File: src/rtl/skt_pkg.sv
package skt_pkg;

    localparam int KEY_W  = 64;
    localparam int VAL_W  = 64;
    localparam int HELD_W = 7;

    typedef enum logic [1:0] {
        OP_INSERT = 2'd0,
        OP_FIND   = 2'd1,
        OP_DELETE = 2'd2,
        OP_LIST   = 2'd3
    } op_t;

    typedef enum logic [1:0] {
        ST_OK      = 2'd0,
        ST_MISSING = 2'd1,
        ST_FULL    = 2'd2,
        ST_EMPTY   = 2'd3
    } status_t;

    typedef enum logic [2:0] {
        PTR_HOLD,
        PTR_ZERO,
        PTR_TOP,
        PTR_INC,
        PTR_DEC
    } ptr_op_t;

    typedef enum logic [1:0] {
        WA_NEXT,
        WA_PREV,
        WA_ZERO
    } wr_addr_sel_t;

    typedef enum logic [1:0] {
        CNT_HOLD,
        CNT_INC,
        CNT_DEC
    } cnt_op_t;

    typedef struct packed {
        logic         take_in;
        ptr_op_t      ptr_op;
        logic         rd_en;
        logic         wr_en;
        logic         wr_new;
        wr_addr_sel_t wr_sel;
        logic         emit;
        status_t      status;
        logic         use_data;
        logic         last;
        cnt_op_t      cnt_op;
    } skt_cmd_t;

    typedef struct packed {
        logic in_valid;
        op_t  op;
        logic empty;
        logic full;
        logic key_gt;
        logic key_eq;
        logic has_next;
        logic ptr_zero;
        logic slot_free;
    } skt_sts_t;

endpackage

File: src/rtl/skt_intf.sv
interface skt_in_if;
    logic        valid;
    logic        ready;
    logic [1:0]  operation;
    logic [63:0] key;
    logic [63:0] value;

    modport source (output valid, output operation, output key, output value, input ready);
    modport sink (input valid, input operation, input key, input value, output ready);
endinterface

interface skt_out_if;
    logic        valid;
    logic        ready;
    logic [1:0]  status;
    logic [63:0] entry_key;
    logic [63:0] entry_value;
    logic [6:0]  entries_held;
    logic        last;

    modport source (output valid, output status, output entry_key, output entry_value,
                    output entries_held, output last, input ready);
    modport sink (input valid, input status, input entry_key, input entry_value,
                  input entries_held, input last, output ready);
endinterface

File: src/rtl/skt_ram.sv
module skt_ram #(
    parameter int WIDTH = 128,
    parameter int DEPTH = 16
) (
    input  logic                     clk,
    input  logic                     wr_en,
    input  logic [$clog2(DEPTH)-1:0] wr_addr,
    input  logic [WIDTH-1:0]         wr_data,
    input  logic                     rd_en,
    input  logic [$clog2(DEPTH)-1:0] rd_addr,
    output logic [WIDTH-1:0]         rd_data
);

    logic [WIDTH-1:0] mem [DEPTH];

    always_ff @(posedge clk)
    begin
        if (wr_en)
        begin
            mem[wr_addr] <= wr_data;
        end
        if (rd_en)
        begin
            rd_data <= mem[rd_addr];
        end
    end

endmodule

File: src/rtl/skt_datapath.sv
module skt_datapath import skt_pkg::*; #(
    parameter int DEPTH = 16
) (
    input  logic      clk,
    input  logic      rst_n,
    skt_in_if.sink    request,
    skt_out_if.source reply,
    input  skt_cmd_t  cmd,
    output skt_sts_t  sts
);

    localparam int AW = $clog2(DEPTH);
    localparam int CW = $clog2(DEPTH + 1);
    localparam int RW = KEY_W + VAL_W;
    localparam logic [CW-1:0] FULL_CNT = CW'(DEPTH);

    op_t              op_reg;
    logic [KEY_W-1:0] key_reg;
    logic [VAL_W-1:0] value_reg;
    logic [AW-1:0]    ptr_reg;
    logic [AW-1:0]    ptr_next;
    logic [CW-1:0]    count_reg;
    logic [CW-1:0]    count_next;

    logic              res_valid_reg;
    status_t           res_status_reg;
    logic [KEY_W-1:0]  res_key_reg;
    logic [VAL_W-1:0]  res_value_reg;
    logic [HELD_W-1:0] res_held_reg;
    logic              res_last_reg;

    logic [AW-1:0]    wr_addr;
    logic [RW-1:0]    wr_data;
    logic [RW-1:0]    rd_data;
    logic [KEY_W-1:0] rd_key;
    logic [VAL_W-1:0] rd_value;
    logic             slot_free;

    assign rd_key   = rd_data[RW-1:VAL_W];
    assign rd_value = rd_data[VAL_W-1:0];
    assign wr_data  = cmd.wr_new ? {key_reg, value_reg} : rd_data;
    assign slot_free = !res_valid_reg || reply.ready;

    always_comb
    begin
        unique case (cmd.ptr_op)
            PTR_HOLD: ptr_next = ptr_reg;
            PTR_ZERO: ptr_next = '0;
            PTR_TOP:  ptr_next = AW'(count_reg - CW'(1));
            PTR_INC:  ptr_next = ptr_reg + AW'(1);
            PTR_DEC:  ptr_next = ptr_reg - AW'(1);
            default:  ptr_next = ptr_reg;
        endcase
    end

    always_comb
    begin
        unique case (cmd.wr_sel)
            WA_NEXT: wr_addr = ptr_reg + AW'(1);
            WA_PREV: wr_addr = ptr_reg - AW'(1);
            WA_ZERO: wr_addr = '0;
            default: wr_addr = ptr_reg;
        endcase
    end

    always_comb
    begin
        count_next = count_reg;
        if (cmd.emit)
        begin
            unique case (cmd.cnt_op)
                CNT_HOLD: count_next = count_reg;
                CNT_INC:  count_next = count_reg + CW'(1);
                CNT_DEC:  count_next = count_reg - CW'(1);
                default:  count_next = count_reg;
            endcase
        end
    end

    skt_ram #(
        .WIDTH (RW),
        .DEPTH (DEPTH)
    ) u_store (
        .clk     (clk),
        .wr_en   (cmd.wr_en),
        .wr_addr (wr_addr),
        .wr_data (wr_data),
        .rd_en   (cmd.rd_en),
        .rd_addr (ptr_next),
        .rd_data (rd_data)
    );

    assign sts.in_valid  = request.valid;
    assign sts.op        = op_reg;
    assign sts.empty     = (count_reg == '0);
    assign sts.full      = (count_reg == FULL_CNT);
    assign sts.key_gt    = (rd_key > key_reg);
    assign sts.key_eq    = (rd_key == key_reg);
    assign sts.has_next  = ((CW'(ptr_reg) + CW'(1)) < count_reg);
    assign sts.ptr_zero  = (ptr_reg == '0);
    assign sts.slot_free = slot_free;

    assign request.ready      = cmd.take_in;
    assign reply.valid        = res_valid_reg;
    assign reply.status       = res_status_reg;
    assign reply.entry_key    = res_key_reg;
    assign reply.entry_value  = res_value_reg;
    assign reply.entries_held = res_held_reg;
    assign reply.last         = res_last_reg;

    always_ff @(posedge clk or negedge rst_n)
    begin
        if (!rst_n)
        begin
            count_reg     <= '0;
            res_valid_reg <= 1'b0;
        end
        else
        begin
            count_reg <= count_next;
            if (cmd.emit)
            begin
                res_valid_reg <= 1'b1;
            end
            else if (reply.ready)
            begin
                res_valid_reg <= 1'b0;
            end
        end
    end

    always_ff @(posedge clk)
    begin
        ptr_reg <= ptr_next;
        if (cmd.take_in && request.valid)
        begin
            op_reg    <= op_t'(request.operation);
            key_reg   <= request.key;
            value_reg <= request.value;
        end
        if (cmd.emit)
        begin
            res_status_reg <= cmd.status;
            res_key_reg    <= cmd.use_data ? rd_key : '0;
            res_value_reg  <= cmd.use_data ? rd_value : '0;
            res_held_reg   <= HELD_W'(count_next);
            res_last_reg   <= cmd.last;
        end
    end

    a_count_bound: assert property (@(posedge clk) disable iff (!rst_n)
        count_reg <= FULL_CNT)
        else $error("entry count above depth");

    a_write_in_range: assert property (@(posedge clk) disable iff (!rst_n)
        cmd.wr_en |-> (CW'(wr_addr) <= count_reg))
        else $error("store write beyond occupied range");

    a_no_grow_when_full: assert property (@(posedge clk) disable iff (!rst_n)
        (cmd.emit && cmd.cnt_op == CNT_INC) |-> (count_reg != FULL_CNT))
        else $error("insert completed on a full table");

endmodule

File: src/rtl/skt_ctrl.sv
module skt_ctrl import skt_pkg::*; (
    input  logic     clk,
    input  logic     rst_n,
    input  skt_sts_t sts,
    output skt_cmd_t cmd
);

    typedef enum logic [2:0] {
        S_IDLE,
        S_START,
        S_INS_WALK,
        S_INS_PUT,
        S_SCAN,
        S_DEL_SHIFT,
        S_LIST
    } state_t;

    state_t state_reg;
    state_t state_next;

    always_comb
    begin
        cmd        = '0;
        cmd.last   = 1'b1;
        state_next = state_reg;
        unique case (state_reg)
            S_IDLE:
            begin
                cmd.take_in = 1'b1;
                if (sts.in_valid)
                begin
                    state_next = S_START;
                end
            end
            S_START:
            begin
                unique case (sts.op)
                    OP_INSERT:
                    begin
                        if (sts.full)
                        begin
                            if (sts.slot_free)
                            begin
                                cmd.emit   = 1'b1;
                                cmd.status = ST_FULL;
                                state_next = S_IDLE;
                            end
                        end
                        else if (sts.empty)
                        begin
                            state_next = S_INS_PUT;
                        end
                        else
                        begin
                            cmd.ptr_op = PTR_TOP;
                            cmd.rd_en  = 1'b1;
                            state_next = S_INS_WALK;
                        end
                    end
                    OP_FIND, OP_DELETE:
                    begin
                        if (sts.empty)
                        begin
                            if (sts.slot_free)
                            begin
                                cmd.emit   = 1'b1;
                                cmd.status = ST_MISSING;
                                state_next = S_IDLE;
                            end
                        end
                        else
                        begin
                            cmd.ptr_op = PTR_ZERO;
                            cmd.rd_en  = 1'b1;
                            state_next = S_SCAN;
                        end
                    end
                    OP_LIST:
                    begin
                        if (sts.empty)
                        begin
                            if (sts.slot_free)
                            begin
                                cmd.emit   = 1'b1;
                                cmd.status = ST_EMPTY;
                                state_next = S_IDLE;
                            end
                        end
                        else
                        begin
                            cmd.ptr_op = PTR_ZERO;
                            cmd.rd_en  = 1'b1;
                            state_next = S_LIST;
                        end
                    end
                    default: state_next = S_IDLE;
                endcase
            end
            S_INS_WALK:
            begin
                cmd.wr_en  = 1'b1;
                cmd.wr_sel = WA_NEXT;
                if (sts.key_gt)
                begin
                    // shift the larger entry up one place
                    if (sts.ptr_zero)
                    begin
                        state_next = S_INS_PUT;
                    end
                    else
                    begin
                        cmd.ptr_op = PTR_DEC;
                        cmd.rd_en  = 1'b1;
                    end
                end
                else
                begin
                    cmd.wr_new = 1'b1;
                    if (sts.slot_free)
                    begin
                        cmd.emit   = 1'b1;
                        cmd.status = ST_OK;
                        cmd.cnt_op = CNT_INC;
                        state_next = S_IDLE;
                    end
                end
            end
            S_INS_PUT:
            begin
                cmd.wr_en  = 1'b1;
                cmd.wr_new = 1'b1;
                cmd.wr_sel = WA_ZERO;
                if (sts.slot_free)
                begin
                    cmd.emit   = 1'b1;
                    cmd.status = ST_OK;
                    cmd.cnt_op = CNT_INC;
                    state_next = S_IDLE;
                end
            end
            S_SCAN:
            begin
                if (sts.key_eq)
                begin
                    if (sts.op == OP_FIND)
                    begin
                        if (sts.slot_free)
                        begin
                            cmd.emit     = 1'b1;
                            cmd.status   = ST_OK;
                            cmd.use_data = 1'b1;
                            state_next   = S_IDLE;
                        end
                    end
                    else if (sts.has_next)
                    begin
                        cmd.ptr_op = PTR_INC;
                        cmd.rd_en  = 1'b1;
                        state_next = S_DEL_SHIFT;
                    end
                    else if (sts.slot_free)
                    begin
                        cmd.emit   = 1'b1;
                        cmd.status = ST_OK;
                        cmd.cnt_op = CNT_DEC;
                        state_next = S_IDLE;
                    end
                end
                else if (sts.has_next)
                begin
                    cmd.ptr_op = PTR_INC;
                    cmd.rd_en  = 1'b1;
                end
                else if (sts.slot_free)
                begin
                    cmd.emit   = 1'b1;
                    cmd.status = ST_MISSING;
                    state_next = S_IDLE;
                end
            end
            S_DEL_SHIFT:
            begin
                cmd.wr_en  = 1'b1;
                cmd.wr_sel = WA_PREV;
                if (sts.has_next)
                begin
                    cmd.ptr_op = PTR_INC;
                    cmd.rd_en  = 1'b1;
                end
                else if (sts.slot_free)
                begin
                    cmd.emit   = 1'b1;
                    cmd.status = ST_OK;
                    cmd.cnt_op = CNT_DEC;
                    state_next = S_IDLE;
                end
            end
            S_LIST:
            begin
                if (sts.slot_free)
                begin
                    cmd.emit     = 1'b1;
                    cmd.status   = ST_OK;
                    cmd.use_data = 1'b1;
                    cmd.last     = !sts.has_next;
                    if (sts.has_next)
                    begin
                        cmd.ptr_op = PTR_INC;
                        cmd.rd_en  = 1'b1;
                    end
                    else
                    begin
                        state_next = S_IDLE;
                    end
                end
            end
            default: state_next = S_IDLE;
        endcase
    end

    always_ff @(posedge clk or negedge rst_n)
    begin
        if (!rst_n)
        begin
            state_reg <= S_IDLE;
        end
        else
        begin
            state_reg <= state_next;
        end
    end

    a_emit_needs_slot: assert property (@(posedge clk) disable iff (!rst_n)
        cmd.emit |-> sts.slot_free)
        else $error("result loaded over a waiting result");

    a_walk_nonempty: assert property (@(posedge clk) disable iff (!rst_n)
        (state_reg == S_SCAN || state_reg == S_LIST || state_reg == S_DEL_SHIFT)
        |-> !sts.empty)
        else $error("table walk on an empty table");

    a_shift_above_zero: assert property (@(posedge clk) disable iff (!rst_n)
        (state_reg == S_DEL_SHIFT) |-> !sts.ptr_zero)
        else $error("delete shift from entry zero");

endmodule

File: src/rtl/sorted_key_value_table.sv
// channel   dir  payload                                          handshake
// request   in   operation[1:0] key[63:0] value[63:0]              valid/ready
// reply     out  status[1:0] entry_key[63:0] entry_value[63:0]     valid/ready
//                entries_held[6:0] last
//
// One item at a time; the store is one RAM, one read and one write per cycle.
// Insert shifts larger entries up from the top; find scans from entry zero;
// delete shifts the entries after the match down; list replies once per entry.
// Reset clears the entry count and result valid; the store is not cleared.
// A stalled reply holds the result register; a new request is taken meanwhile.
module sorted_key_value_table import skt_pkg::*; #(
    parameter int DEPTH = 16
) (
    input  logic      clk,
    input  logic      rst_n,
    skt_in_if.sink    request,
    skt_out_if.source reply
);

    skt_cmd_t cmd;
    skt_sts_t sts;

    skt_ctrl u_ctrl (
        .clk   (clk),
        .rst_n (rst_n),
        .sts   (sts),
        .cmd   (cmd)
    );

    skt_datapath #(
        .DEPTH (DEPTH)
    ) u_datapath (
        .clk     (clk),
        .rst_n   (rst_n),
        .request (request),
        .reply   (reply),
        .cmd     (cmd),
        .sts     (sts)
    );

endmodule

File: src/flat_wrapper.sv
// flat-port wrapper written by rule: the top's interface ports become plain ports
module sorted_key_value_table_flat import skt_pkg::*;
#(
    parameter int DEPTH = 16
)
  (clk, rst_n, request_valid, request_operation, request_key, request_value, request_ready, reply_valid, reply_status, reply_entry_key, reply_entry_value, reply_entries_held, reply_last, reply_ready);
  skt_in_if request_i ();
  skt_out_if reply_i ();
  input  logic clk;
  input  logic rst_n;
  input wire logic [$bits(request_i.valid)-1:0] request_valid;
  input wire logic [$bits(request_i.operation)-1:0] request_operation;
  input wire logic [$bits(request_i.key)-1:0] request_key;
  input wire logic [$bits(request_i.value)-1:0] request_value;
  output wire logic [$bits(request_i.ready)-1:0] request_ready;
  output wire logic [$bits(reply_i.valid)-1:0] reply_valid;
  output wire logic [$bits(reply_i.status)-1:0] reply_status;
  output wire logic [$bits(reply_i.entry_key)-1:0] reply_entry_key;
  output wire logic [$bits(reply_i.entry_value)-1:0] reply_entry_value;
  output wire logic [$bits(reply_i.entries_held)-1:0] reply_entries_held;
  output wire logic [$bits(reply_i.last)-1:0] reply_last;
  input wire logic [$bits(reply_i.ready)-1:0] reply_ready;
  assign request_i.valid = request_valid;
  assign request_i.operation = request_operation;
  assign request_i.key = request_key;
  assign request_i.value = request_value;
  assign request_ready = request_i.ready;
  assign reply_valid = reply_i.valid;
  assign reply_status = reply_i.status;
  assign reply_entry_key = reply_i.entry_key;
  assign reply_entry_value = reply_i.entry_value;
  assign reply_entries_held = reply_i.entries_held;
  assign reply_last = reply_i.last;
  assign reply_i.ready = reply_ready;
  sorted_key_value_table #(.DEPTH(DEPTH)) u_core (.clk(clk), .rst_n(rst_n), .request(request_i), .reply(reply_i));
endmodule
File: config.mk
export PLATFORM = sky130hd
export DESIGN_NAME = sorted_key_value_table_flat
export DESIGN_NICKNAME = d
export VERILOG_FILES = /design/src/rtl/skt_pkg.sv /design/src/rtl/skt_intf.sv /design/src/rtl/skt_ram.sv /design/src/rtl/skt_datapath.sv /design/src/rtl/skt_ctrl.sv /design/src/rtl/sorted_key_value_table.sv /design/src/flat_wrapper.sv
export SDC_FILE = /design/constraint.sdc
export NUM_CORES = 2
export LEC_CHECK = 0
export BUFFER_PORTS_ARGS = -buffer_cell sky130_fd_sc_hd__buf_2
export CORE_MARGIN = 3
export CORE_UTILIZATION = 45
export DETAILED_ROUTE_END_ITERATION = 8
export PLACE_DENSITY_LB_ADDON = 0.25
export REMOVE_ABC_BUFFERS = 1
export SKIP_LAST_GASP = 1
export SLEW_MARGIN = 20
export SYNTH_ARGS = -nofsm -noshare
export SYNTH_HDL_FRONTEND = slang
export SYNTH_HIERARCHICAL = 1
export SYNTH_SLANG_ARGS = --single-unit
File: constraint.sdc
create_clock -name clk -period 15.4 [get_ports clk]
set_input_delay 2.31 -clock clk [delete_from_list [all_inputs] [get_ports clk]]
set_output_delay 2.31 -clock clk [all_outputs]
set_load 0.01 [all_outputs]
# Word level (Yosys, flattened, before mapping)
# Memories as Yosys holds them, arrays and structs flattened. A register that Yosys moved wholly into a read port is not among the register bits.
# Cells that the tools add are included.
classes:
  n_addsub: 5
  n_lt_le_gt_ge: 2
  n_eq_ne: 23
  mux: 67
  reduce_logical: 15
ops:
  columns: ["op", "count"]
  rows:
  - ["$mux W128", 1]
  - ["$mux W3", 29]
  - ["$eq A64 B64 Y1", 1]
  - ["$gt A64 B64 Y1", 1]
  - ["$pmux W3 S7", 1]
  - ["$mux W4", 5]
  - ["$pmux W4 S5", 1]
  - ["$pmux W3 S3", 2]
  - ["$pmux W3 S6", 1]
  - ["$pmux W4 S4", 1]
  - ["$eq A3 B2 Y1 const B", 4]
  - ["$eq A3 B3 Y1 const B", 4]
  - ["$mux W1", 12]
  - ["$pmux W4 S3", 1]
  - ["$mux W2", 5]
  - ["$mux W5", 2]
  - ["$pmux W5 S2", 1]
  - ["$eq A2 B2 Y1 const B", 4]
  - ["$pmux W2 S4", 1]
  - ["$pmux W4 S2", 1]
  - ["$eq A2 B1 Y1 const B", 3]
  - ["$eq A3 B1 Y1 const B", 2]
  - ["$ne A2 B2 Y1 const B", 3]
  - ["$reduce_or A3 Y1", 2]
  - ["other kinds (21)", 24]
word_totals:
  regBits: 279
  mem_bits_rw: 2048
  in_bits: 134
  elab_cells: 125
  n_memories: 1
memory_table:
  columns: ["name", "depth", "word_bits", "rd", "rd_ports_with_merged_regs", "write_ports", "line", "source"]
  rows:
  - ["u_core.u_datapath.u_store.mem", 16, 128, 1, 1, 1, "skt_ram.sv:14", "logic [WIDTH-1:0] mem [DEPTH];"]

# Longest topological paths before layout
logic_depth:
  depth_word: 10
  depth_mapped: 27
  mapped_depth_nobuf: 20

# Hierarchy
# The synthesis kept the hierarchy.
modules_own_cells:
  columns: ["mod", "n_inst", "cells_per_inst", "area_each_um2"]
  rows:
  - ["skt_ram", 1, 3365, 80641.1]
  - ["skt_datapath", 1, 929, 13022.5]
  - ["skt_ctrl", 1, 85, 609.3]

# Worst setup path after synthesis
# OpenSTA, ideal clock, no wires.
synth_path:
  path_type: "register to register"
  startpoint: "register u_core.u_ctrl.state_reg[1]"
  endpoint: "memory u_core.u_datapath.u_store.mem[0][0], enable pin"
  setup_ns: 0.772
  arrival_time_ns: 10.737
  t_required_ns: 14.628
  path_slack_ns: 3.891
  stages_incl_launch_ff: 11
  n_path_buf: 2
  period_less_slack_ns: 11.509
  cell_sequence: "dfrtp_1 buf_2 nor2_1 and2_1 clkbuf_1 mux2i_1 nor2_1 a21oi_1 o21ai_0 or3b_2 nor3_1"
synth_rtl:
  columns: ["element", "line", "source"]
  rows:
  - ["start: declaration", "skt_ctrl.sv:18", "state_t state_reg;"]
  - ["start signal: assignment", "skt_ctrl.sv:229", "state_reg <= state_next;"]
  - ["end: declaration", "skt_ram.sv:14", null]

==> flow_summary_export.csv <==
group,metric,value,unit
power,peakVddDrop,0.000326,V
synth,synth.area.top_cells,"edfxtp_1 (78%), mux4_2 (11%), a22oi_1 (1.8%)",
synth,synth_cells,4379,
synth,syn_area,0.0943,mm^2
setup_path,arrival,8720,ps
clock_network,clkSinkCount,2455,
drt,drtPass1Iterations,5,
timing,finClkSkew,29.3,ps
synth,yosysWarnings,6,
layout,fin_nets,4972,
synth,synth_most_common_cell,"edfxtp_1",
grt,antenna_found_initial,19,
synth,synth.avg_cell_area,21.5,um^2
synth,synthFlopType,"edfxtp_1",
drt,via_per_inst,5.86,
drt,first_iter_violations,4799,
clock_network,holdBufCountCts,0,
place,gp_congestion,0.760,
run,maxCapViolCount,0,
setup_path,reg2reg_from,"u_core/u_datapath/u_store/rd_data[87]$_DFFE_PP_",
floorplan,row_count,167,
setup_path,crit_path_max_fanout,77,
power,power_density,244,mW/mm^2
setup_path,slowest_delay,840,ps
setup_path,worst-path-buf-inv,3,
setup_path,path_cells,"ha_1, nand2_1, o21ai_0, a21oi_1, o21ai_0, a221o_1, nor2_1, nor2_1, nand2b_1, nor3_2, o21ai_0, o21ai_0, a22oi_1, o211ai_1, buf_12, buf_4, and2_4, buf_4, a22oi_1, nand2_1",
layout,top_regs,"u_core/u_datapath/u_store/mem (2048), u_core/u_datapath/u_store/rd_data (128)",
timing,relSlewSlack,0.258,
clock_network,cts_resized,0,
floorplan,die_w,464,um
layout,largest_register,"u_core/u_datapath/u_store/mem",
setup_path,timing.critical_path.mode_cell,"o21ai_0",
layout,area_growth,13.1,%
clock_network,clock-root-buffer,"clkbuf_16",
setup_path,critical_path_class,"flop to flop",
synth,ys_types,68,
synth,seq_area_frac_synth,0.781,
floorplan,die_area,0.215,mm^2
clock_network,postCtsSetupBuffers,0,
grt,grt_pass1_wl,333000,um
timing,worst_pin_slew,1100,ps
synth,synth.top_cell.area_share,0.778,
layout,largest_reg_flops,2048,
timing,finalHoldViolations,0,
setup_path,cp_top_family,"compound AO/OA/AOI/OAI gates",
synth,ys_ff_latch,2455,
setup_path,worstSetupEndpointType,"flop",
clock_network,worstSkewPairLatency,870,ps
floorplan,io_pins,274,
setup_path,startpoint,"u_core/u_datapath/u_store/rd_data[87]$_DFFE_PP_",
clock_network,clk_pin_slew,60,ps
drt,dr_total_vias,45300,
power,leakagePower,34.3,nW
place,portBuffers,271,
grt,grt_max_degree,129,
setup_path,reg2reg_to,"u_core/u_datapath/u_store/rd_data[15]$_DFFE_PP_",
setup_path,r2r_cells,20,
setup_path,start_kind,"flop",
setup_path,critPathCapture,"u_core/u_datapath/u_store/rd_data[15]$_DFFE_PP_",
grt,grt_overflow_total,0,
setup_path,crit_path_top_delay_cell,"nor3_2",
synth,async_flop_share,0.00367,
layout,final_layout_size_suffix_gt1_frac,0.268,
floorplan,initial_core_util,0.454,
drt,ant_nets,0,
power,power,0.0260,W
setup_path,r2r_slack,7400,ps
setup_path,crit_required,16120,ps
timing,setup_violations,0,
synth,synth_top_area_cell,"edfxtp_1",
timing,rsz0062_at_grt,"false",
timing,hold-worst-slack,533,ps
timing,fin_crit_sh,0.520,
timing,min_period,8000,ps
grt,grt_pass1_vias,46500,
synth,synth_common_cells,"edfxtp_1 (2442), mux4_2 (476), a22oi_1 (221), nand2_1 (138), and2_1 (132)",
timing,fmax,125,MHz
floorplan,die_height,464,um
grt,grt_usage,0.213,
synth,synth_edf_count,2442,
drt,wl,231000,um
clock_network,numCtsBuffers,241,
clock_network,cts_max_level,4,
drt,wl_per_cell,29.9,um
clock_network,cts_tree,"built",
place,dp_hpwl,117000,um
outcome,status,"completed",
clock_network,cts_buffer_depth,3,
worst_hold_path,hold_path.class,"flop to flop",
floorplan,coreArea,0.208,mm^2
timing,drv_slew,0,
drt,drc,0,
setup_path,cp.depth,20,
==> kinds of logic after synthesis <==
| kind of cell | after synthesis | share of synthesized area |
|---|---|---|
| AOI/OAI and AO/OA | 417 | 0.0306 |
| xor gates and xnor gates | 6 | 0.000557 |
| adders and majority gates | 81 | 0.0108 |
| buffers and inverters | 310 | 0.0155 |
| DFF | 2455 | 0.781 |
| muxes | 689 | 0.138 |
| other | 1 | 0.0000398 |
| and+or+nand+nor | 420 | 0.0235 |
==> through the flow <==
stage / std cells / utilization / cell area (um^2) / setup WS (ps) / TNS, ps
6_report: 7733 / 0.513 / 107000 / 7400 / 0
3_3_place_gp: 7302 / 0.477 / 99100 / 7280 / 0
3_5_place_dp: 7302 / 0.477 / 99100 / 7200 / 0
4_1_cts: 7730 / 0.513 / 107000 / 7210 / 0
5_1_grt: 7730 / 0.513 / 107000 / 6850 / 0
2_1_floorplan: 4159 / - / 93200 / -36080 / -4512400
==> worst reg2reg max path: stages, from the launching register on <==
cell and delay (ps):
edfxtp_1 420, ha_1 340, nand2_1 50, o21ai_0 680, a21oi_1 150, o21ai_0 620
a221o_1 280, nor2_1 120, nor2_1 170, nand2b_1 150, nor3_2 840, o21ai_0 220
o21ai_0 150, a22oi_1 90, o211ai_1 190, buf_12 470, buf_4 800, and2_4 870
buf_4 880, a22oi_1 260, nand2_1 120
==> worst min-delay path by stage <==
stage                                                    start                                                    end  cells past startpoint
3_3_place_gp   u_core/u_datapath/u_store/rd_data[55]$_DFFE_PP_  u_core/u_datapath/reply.entry_value[55]$_SDFFCE_PN0P_                      1
6_report       u_core/u_datapath/u_store/rd_data[62]$_DFFE_PP_  u_core/u_datapath/reply.entry_value[62]$_SDFFCE_PN0P_                      1
5_1_grt        u_core/u_datapath/u_store/rd_data[62]$_DFFE_PP_  u_core/u_datapath/reply.entry_value[62]$_SDFFCE_PN0P_                      1
4_1_cts        u_core/u_datapath/u_store/rd_data[62]$_DFFE_PP_  u_core/u_datapath/reply.entry_value[62]$_SDFFCE_PN0P_                      1
2_1_floorplan         u_core/u_datapath/count_reg[4]$_DFF_PN0_               u_core/u_datapath/count_reg[4]$_DFF_PN0_                      1
3_5_place_dp          u_core/u_datapath/count_reg[4]$_DFF_PN0_               u_core/u_datapath/count_reg[4]$_DFF_PN0_                      1
==> per-layer routing <==
layer  vias up  routed length, um  track usage
met3       334              16500       0.0366
met5         -                 26            0
met1     24300              98500        0.309
li1      18900                  -            -
met2      1807             110000        0.337
met4         4               5840       0.0566
==> cell usage in the layout, fill, tap and decap left out, drive strengths merged, types with 15 or more instances in the layout <==
cell type,Yosys,routed
a211oi,22,22
a21oi,70,70
a22oi,221,221
and2,132,132
buf,93,355
bufinv,0,18
clkbuf,128,292
clkinv,0,103
edfxtp,2442,2442
ha,81,81
inv,89,99
mux2,127,127
mux2i,86,86
mux4,476,476
nand2,138,138
nand3,18,18
nand4,18,18
nor2,40,40
nor2b,18,18
nor3,15,15
o211ai,22,22
o21ai,29,29
o22ai,21,21
==> cell type report <==
| type | instances | area [um^2] |
|---|---|---|
| Antenna cell | 3 | 7.51 |
| Clock buffer | 292 | 6240 |
| Clock inverter | 136 | 1270 |
| Fill cell | 16400 | 101000 |
| Inverter | 89 | 334 |
| Multi-Input combinational cell | 1615 | 19400 |
| Sequential cell | 2455 | 73600 |
| Tap cell | 2788 | 3490 |
| Timing Repair Buffer | 355 | 2220 |
==> report_power, final <==
group	internal (W)	switching [W]	total, W
Combinational	0.00419	0.00633	0.0105
Sequential	0.00951	0.000336	0.00984
Clock	0.00317	0.00248	0.00565
Total	0.0169	0.00914	0.0260
No activity file was read; power rests on OpenSTA's default activity.
